--- src/hdl/alt_pkg.sv ---
// ----------------------------------------------------------------------------
// alt_pkg: shared definitions of the array list table
// Command and status codes, field widths and the words that travel along
// the chain of list cells.
// ----------------------------------------------------------------------------
package alt_pkg;

   // Default list capacity.
   localparam int LIST_DEPTH_DEF = 16;

   // Field widths.
   localparam int CMD_W   = 3;
   localparam int POS_W   = 8;
   localparam int KEY_W   = 64;
   localparam int NAME_W  = 64;
   localparam int AGE_W   = 16;
   localparam int STAT_W  = 3;
   localparam int COUNT_W = 5;
   // Wide enough to hold any list length up to 256.
   localparam int LEN_WIDE_W = 9;

   // Command codes.
   localparam logic [CMD_W-1:0] CMD_CLEAR  = 3'd0;
   localparam logic [CMD_W-1:0] CMD_APPEND = 3'd1;
   localparam logic [CMD_W-1:0] CMD_INSERT = 3'd2;
   localparam logic [CMD_W-1:0] CMD_DELETE = 3'd3;
   localparam logic [CMD_W-1:0] CMD_READ   = 3'd4;
   localparam logic [CMD_W-1:0] CMD_FIND   = 3'd5;

   // Status codes.
   localparam logic [STAT_W-1:0] ST_OK        = 3'd0;
   localparam logic [STAT_W-1:0] ST_FULL      = 3'd1;
   localparam logic [STAT_W-1:0] ST_BAD_INDEX = 3'd2;
   localparam logic [STAT_W-1:0] ST_EMPTY     = 3'd3;
   localparam logic [STAT_W-1:0] ST_NOT_FOUND = 3'd4;

   // One stored record.
   typedef struct packed {
      logic [KEY_W-1:0]  key;
      logic [NAME_W-1:0] name;
      logic [AGE_W-1:0]  age;
   } entry_type;

   // Update control broadcast to every cell.
   typedef struct packed {
      logic             append;
      logic             insert;
      logic             delete;
      logic [POS_W-1:0] pos;
      entry_type        entry;
   } ctrl_type;

   // Query broadcast to every cell while a scan runs.
   typedef struct packed {
      logic             find;
      logic [POS_W-1:0] pos;
      logic [KEY_W-1:0] key;
   } query_type;

   // Scan word handed from cell to cell.
   typedef struct packed {
      logic             valid;
      logic             hit;
      logic [POS_W-1:0] pos;
      entry_type        entry;
   } scan_type;

endpackage

--- src/hdl/alt_cell.sv ---
// ----------------------------------------------------------------------------
// alt_cell: one slot of the list
// Holds one record, shifts it to or from its neighbors on insert and
// delete, and registers the scan word before passing it on to the next cell.
// ----------------------------------------------------------------------------
module alt_cell #(
   parameter int LIST_DEPTH = alt_pkg::LIST_DEPTH_DEF,
   parameter int IDX        = 0,
   parameter int LEN_W      = $clog2(LIST_DEPTH + 1)
) (
   input  logic                clock,
   input  logic                reset,
   input  alt_pkg::ctrl_type   ctrl,
   input  alt_pkg::query_type  query,
   input  logic [LEN_W-1:0]    len,
   input  alt_pkg::entry_type  left_entry,
   input  alt_pkg::entry_type  right_entry,
   output alt_pkg::entry_type  entry,
   input  alt_pkg::scan_type   scan_prev,
   output alt_pkg::scan_type   scan_next
);

   localparam logic [alt_pkg::POS_W-1:0] MY_IDX = alt_pkg::POS_W'(IDX);

   alt_pkg::entry_type entry_ff, entry_in;
   alt_pkg::scan_type  scan_ff, scan_in;
   logic [alt_pkg::LEN_WIDE_W-1:0] len_wide;
   logic occupied;
   logic match;

   assign len_wide = alt_pkg::LEN_WIDE_W'(len);
   assign occupied = ({1'b0, MY_IDX} < len_wide);

   // Record update: load a new record, or take the neighbor's record.
   always_comb begin
      entry_in = entry_ff;
      if (ctrl.append && (len_wide == {1'b0, MY_IDX})) begin
         entry_in = ctrl.entry;
      end else if (ctrl.insert && (MY_IDX == ctrl.pos)) begin
         entry_in = ctrl.entry;
      end else if (ctrl.insert && (MY_IDX > ctrl.pos)) begin
         entry_in = left_entry;
      end else if (ctrl.delete && (MY_IDX >= ctrl.pos)) begin
         entry_in = right_entry;
      end
   end

   // Scan step: the first cell that matches claims the word.
   assign match = occupied && (query.find ? (entry_ff.key == query.key)
                                          : (MY_IDX == query.pos));

   always_comb begin
      scan_in       = scan_prev;
      if (scan_prev.valid && !scan_prev.hit && match) begin
         scan_in.hit   = 1'b1;
         scan_in.pos   = MY_IDX;
         scan_in.entry = entry_ff;
      end
   end

   always_ff @(posedge clock) begin
      entry_ff <= entry_in;
   end

   always_ff @(posedge clock) begin
      if (reset) begin
         scan_ff.valid <= 1'b0;
      end else begin
         scan_ff.valid <= scan_in.valid;
      end
      scan_ff.hit   <= scan_in.hit;
      scan_ff.pos   <= scan_in.pos;
      scan_ff.entry <= scan_in.entry;
   end

   assign entry     = entry_ff;
   assign scan_next = scan_ff;

endmodule

--- config.mk ---
export PLATFORM = sky130hd
export DESIGN_NAME = alt_cell
export DESIGN_NICKNAME = d
export VERILOG_FILES = /design/src/hdl/alt_pkg.sv /design/src/hdl/alt_cell.sv
export SDC_FILE = /design/constraint.sdc
export NUM_CORES = 1
export LEC_CHECK = 0
export ABC_AREA = 1
export BUFFER_PORTS_ARGS = -buffer_cell sky130_fd_sc_hd__buf_4
export CAP_MARGIN = 25
export CELL_PAD_IN_SITES_DETAIL_PLACEMENT = 1
export CELL_PAD_IN_SITES_GLOBAL_PLACEMENT = 2
export CORE_AREA = 2 2 384 386
export DETAILED_ROUTE_END_ITERATION = 8
export DIE_AREA = 0 0 386 388
export PLACE_DENSITY = 0.46
export SLEW_MARGIN = 5
export SYNTH_ARGS = -nofsm -noshare
export SYNTH_HDL_FRONTEND = slang
export SYNTH_SLANG_ARGS = --single-unit
--- constraint.sdc ---
create_clock -name clock -period 7 [get_ports clock]
set_clock_uncertainty 0.2 [all_clocks]
set_input_delay 1.4 -clock clock [delete_from_list [all_inputs] [get_ports clock]]
set_output_delay 1.4 -clock clock [all_outputs]
set_load 0.05 [all_outputs]
## Yosys cells after proc, flatten, opt, wreduce, memory -nomap -nowiden

Index checks and enable logic that the tools add are counted.

| cells by class | value |
|---|---|
| magnitude comparators | 3 |
| multiplexer cells | 6 |
| reductions and logical operators | 12 |
| equal/unequal tests | 1 |

Operators with widths:

| cell | number |
|---|---|
| two-way mux 144 bit | 5 |
| equality test 64 bit | 1 |
| logical NOT 8 bit | 2 |
| logical NOT 9 bit | 1 |
| >= comparator 1 x 8 -> 1 bit, first input constant | 1 |
| > comparator 1 x 8 -> 1 bit, first input constant | 1 |
| logical AND 1 bit | 7 |
| less-than comparator 1 x 5 -> 1 bit, first input constant | 1 |
| nonzero test 4 bit | 1 |
| logical NOT 1 bit | 1 |
| two-way mux 1 bit | 1 |

| storage, ports and cells | value |
|---|---|
| output and inout bits | 298 |
| word-level logic and storage cells | 31 |
| bits of input ports | 677 |
| bits in registers | 298 |

## Depth between registers and ports, before layout

| depth | value |
|---|---|
| depth in word-level cells | 6 |
| depth in mapped cells | 15 |

## Worst setup path after synthesis

Ideal clock, no wire load.

| path | value |
|---|---|
| path kind | input port to flip-flop |
| start | input port len[3] |
| end | register entry_ff (netlist bit entry[0]) (enable) |
| cell stages on the path | 8 |
| path slack | 0.708 ns |
| required time | 6.291 ns |
| arrival | 5.583 ns |
| cells stage by stage | nor3_1 > nor3b_1 > nand2_1 > nand2_1 > inv_2 > buf_2 > buf_2 > nand2_1 |

| on the way | value |
|---|---|
| longest elaborated chain between the ends | 3 |

RTL lines:

| element | RTL line | RTL |
|---|---|---|
| from (decl) | alt_cell.sv:15 | `input logic [LEN_W-1:0] len,` |
| logical NOT 9 bit | alt_cell.sv:37 | `if (ctrl.append && (len_wide == {1'b0, MY_IDX})) begin` |
| logical AND 1 bit | alt_cell.sv:37 |  |
| nonzero test 4 bit (no source line) | n/a |  |
| to (signal assigned) | alt_cell.sv:62 | `entry_ff <= entry_in;` |
| to (decl) | alt_cell.sv:25 | `alt_pkg::entry_type entry_ff, entry_in;` |

Every way passes these cells.
A chain may end at the register's enable or synchronous reset.

==> results.json <==
{
  "remaining_drc_errors": 0,
  "initial_core_util": 0.08717,
  "detailroute.via_count": 13775,
  "nets": 3093,
  "worst_hold_startpoint": "entry[28]",
  "worst_r2r_path_depth": 14,
  "layout.cells.most_common": "nand2_1",
  "synthArstFlopShare": 0,
  "pin_count_of_the_biggest_net_entering_global_routing": 109,
  "rows": 140,
  "criticalPathCategory": "in2reg",
  "number_of_h_tree_levels": 2,
  "timing.final.crit_period_ns": 4.404,
  "io_buffers": 830,
  "grt_antenna_before_repair": 36,
  "power_frac_clock": 0.459,
  "internal_power_mw": 3.660,
  "slew_margin_rel": 0.3890,
  "synthesized_flop_and_latch_total": 298,
  "reg2reg_to": "scan_next[50]",
  "mostFrequentLayoutCells": "873 x nand2_1, 840 x buf_4, 154 x dfxtp_1, 144 x nand3_1, 144 x edfxtp_1",
  "cp_data_arrival_time_ns": 4.67,
  "synthesis.nets": 2276,
  "synth_sequential_area_ratio": 0.5852,
  "globalRouteOverflowTotal": 0,
  "period_share": 0.6291,
  "cts_bufs_inserted": 47,
  "cts_hold_buf": 0,
  "wl_per_cell_um": 21.99,
  "holdPathStages": 2,
  "p_per_area_nw_per_um2": 229.3,
  "clock-sinks": 298,
  "setup-violations-final": 0,
  "synth_flop_cell": "dfxtp_1",
  "core-area_um2": 145200,
  "worstPathMaxFanout": 41,
  "wirelength_um": 96230,
  "worst-r2r-setup-slack_ns": 3.02,
  "rsz_0062_raised_after_global_routing": "no",
  "first_pass_grt_wire_length_um": 125500,
  "power.sequential.fraction": 0.373,
  "avgViaCountPerCell": 3.147,
  "sw_frac_of_total": 0.2959,
  "grt_util_all_layers": 0.1229,
  "route.antenna.remaining_nets": 0,
  "worst_skew_pair_latency_ns": 0.61,
  "switching_power_mw": 1.538,
  "detailedRoute.firstPassIterationCount": 4,
  "max-clock-path-buffers": 3,
  "detailedPlacementHpwl_um": 76520,
  "final-hold-violation-count": 0,
  "slew_viol_final": 0,
  "cts-root-buf": "clkbuf_16",
  "p_leak_nw": 10.99,
  "area_growth_pct": 79.06,
  "synth_cell_type_count": 19,
  "irDropWorstVdd_mv": 0.1460,
  "hold_path.class": "reg2reg",
  "final_util": 0.1561,
  "clkTransAtPathRegs_ns": 0.06,
  "tightestPinTransition_ns": 0.9145,
  "clock_tree_from_tritoncts": "done",
  "combPwrFrac": 0.168,
  "postCtsResizedCells": 0,
  "grt_pass1_vias": 14511,
  "synth_enable_flop_cells": 144,
  "timing.max_cap.violations": 0,
  "hold_end": "scan_next[28]",
  "die_h_um": 388,
  "postSynthCellCount": 1599,
  "maxClockFrequency_mhz": 227.1,
  "die_area_um2": 149800,
  "crit_path_end_kind": "flop",
  "die_width_um": 386,
  "first_iteration_detailed_routing_drc_count": 394,
  "outcome": "finished, final reports clean",
  "post-cts-setup-buffer-count": 0,
  "ys_warn_count": 0,
  "floorplan.io_pins": 975,
  "setup-tns-final_ns": 0,
  "finish.cell_count_without_fillers": 4377,
  "synth_area_per_cell_um2": 7.916,
  "final_layout_size_suffix_gt1_frac": 0.3734,
  "r2r-start": "entry[84]",
  "synthesis.area_um2": 12660,
  "worstSetupStartpointType": "input pin",
  "gp_routability_congestion": 0.7304,
  "worstPathRequired_ns": 7.26,
  "dpl.cell_count": 4284
}
==> area by class of cell <==
type	count	area (um^2)
inverter	93	356.6
tap	1917	2399
clock inverter	19	167.7
antenna	7	17.52
clock buffer	67	1323
sequential	298	7407
multi-input combinational	1130	4571
timing repair buffer	846	6426
fill	17338	122500
==> registers in the layout, summed over array words and instances (netlist names) <==
signal	cells
scan_next	154
entry	144
==> routing by layer <==
metal,up-vias,global-route usage,routed length (um)
li1,6637,-,-
met1,6385,0.1436,39040
met2,619,0.2059,44910
met3,116,0.05477,10280
met4,18,0.02462,1864
met5,-,0,128
==> logic make-up (layout without fill, tap and decap cells) <==
family / Yosys count / after routing / share of synthesized area
xor+xnor: 10 / 10 / 0.006919
other cells: 0 / 7 / 0
buf+inv: 171 / 1025 / 0.05763
flops: 298 / 298 / 0.5852
compound gates: 8 / 8 / 0.004745
simple gates: 1112 / 1112 / 0.3456
==> power groups by stage <==
stage / Combinational (mW) / Clock (mW) / Sequential (mW)
2_1_floorplan: 0.147 / 0 / 2.23
3_3_place_gp: 0.895 / 0 / 1.97
3_5_place_dp: 0.899 / 0 / 1.98
4_1_cts: 0.901 / 2.51 / 1.94
5_1_grt: 0.947 / 2.56 / 1.95
6_report: 0.875 / 2.38 / 1.94
==> cell usage after synthesis, types with 2 or more instances <==
library cell  number  area (um^2)
edfxtp_1         144         4324
inv_1             92        345.3
nand3_1          144        720.7
dfxtp_1          154         3083
nand2_2            2        12.51
nor4_1             3        18.77
buf_1              9        33.78
clkbuf_1          31        116.4
buf_2             31        155.2
xor2_1            10        87.58
nor2_1            85        319.1
a21boi_0           8        60.06
buf_6              6        67.56
nand2_1          875         3284
==> per-stage QoR <==
stage / setup slack, ns / cell area (um^2) / hold slack [ns] / power, mW
2_1_floorplan: 0.7084 / 12660 / 0.6269 / 2.374
3_3_place_gp: 1.879 / 21160 / 0.2902 / 2.870
3_5_place_dp: 1.858 / 21160 / 0.2953 / 2.875
4_1_cts: 2.538 / 22650 / 0.3063 / 5.353
6_report: 2.596 / 22670 / 0.3042 / 5.198
5_1_grt: 2.350 / 22650 / 0.3384 / 5.451
==> how the worst max path moves through the flow <==
stage	from	endpoint	cells after the start
4_1_cts	len[3]	entry[123]	9
2_1_floorplan	len[3]	entry[0]	8
6_report	len[3]	entry[6]	10
5_1_grt	len[3]	entry[6]	10
3_5_place_dp	len[3]	entry[0]	9
3_3_place_gp	len[3]	entry[5]	10
==> critical path, cell delays in order <==
cell and delay, ns:
buf_4 0.11, nor3_1 0.16, nor3b_1 0.77, buf_4 0.26, nand2_1 0.09, nand2_4 0.27
buf_4 0.46, buf_4 0.54, nand2_1 0.34, nand2_1 0.14
Note: power is estimated with default switching activity, not from simulation.
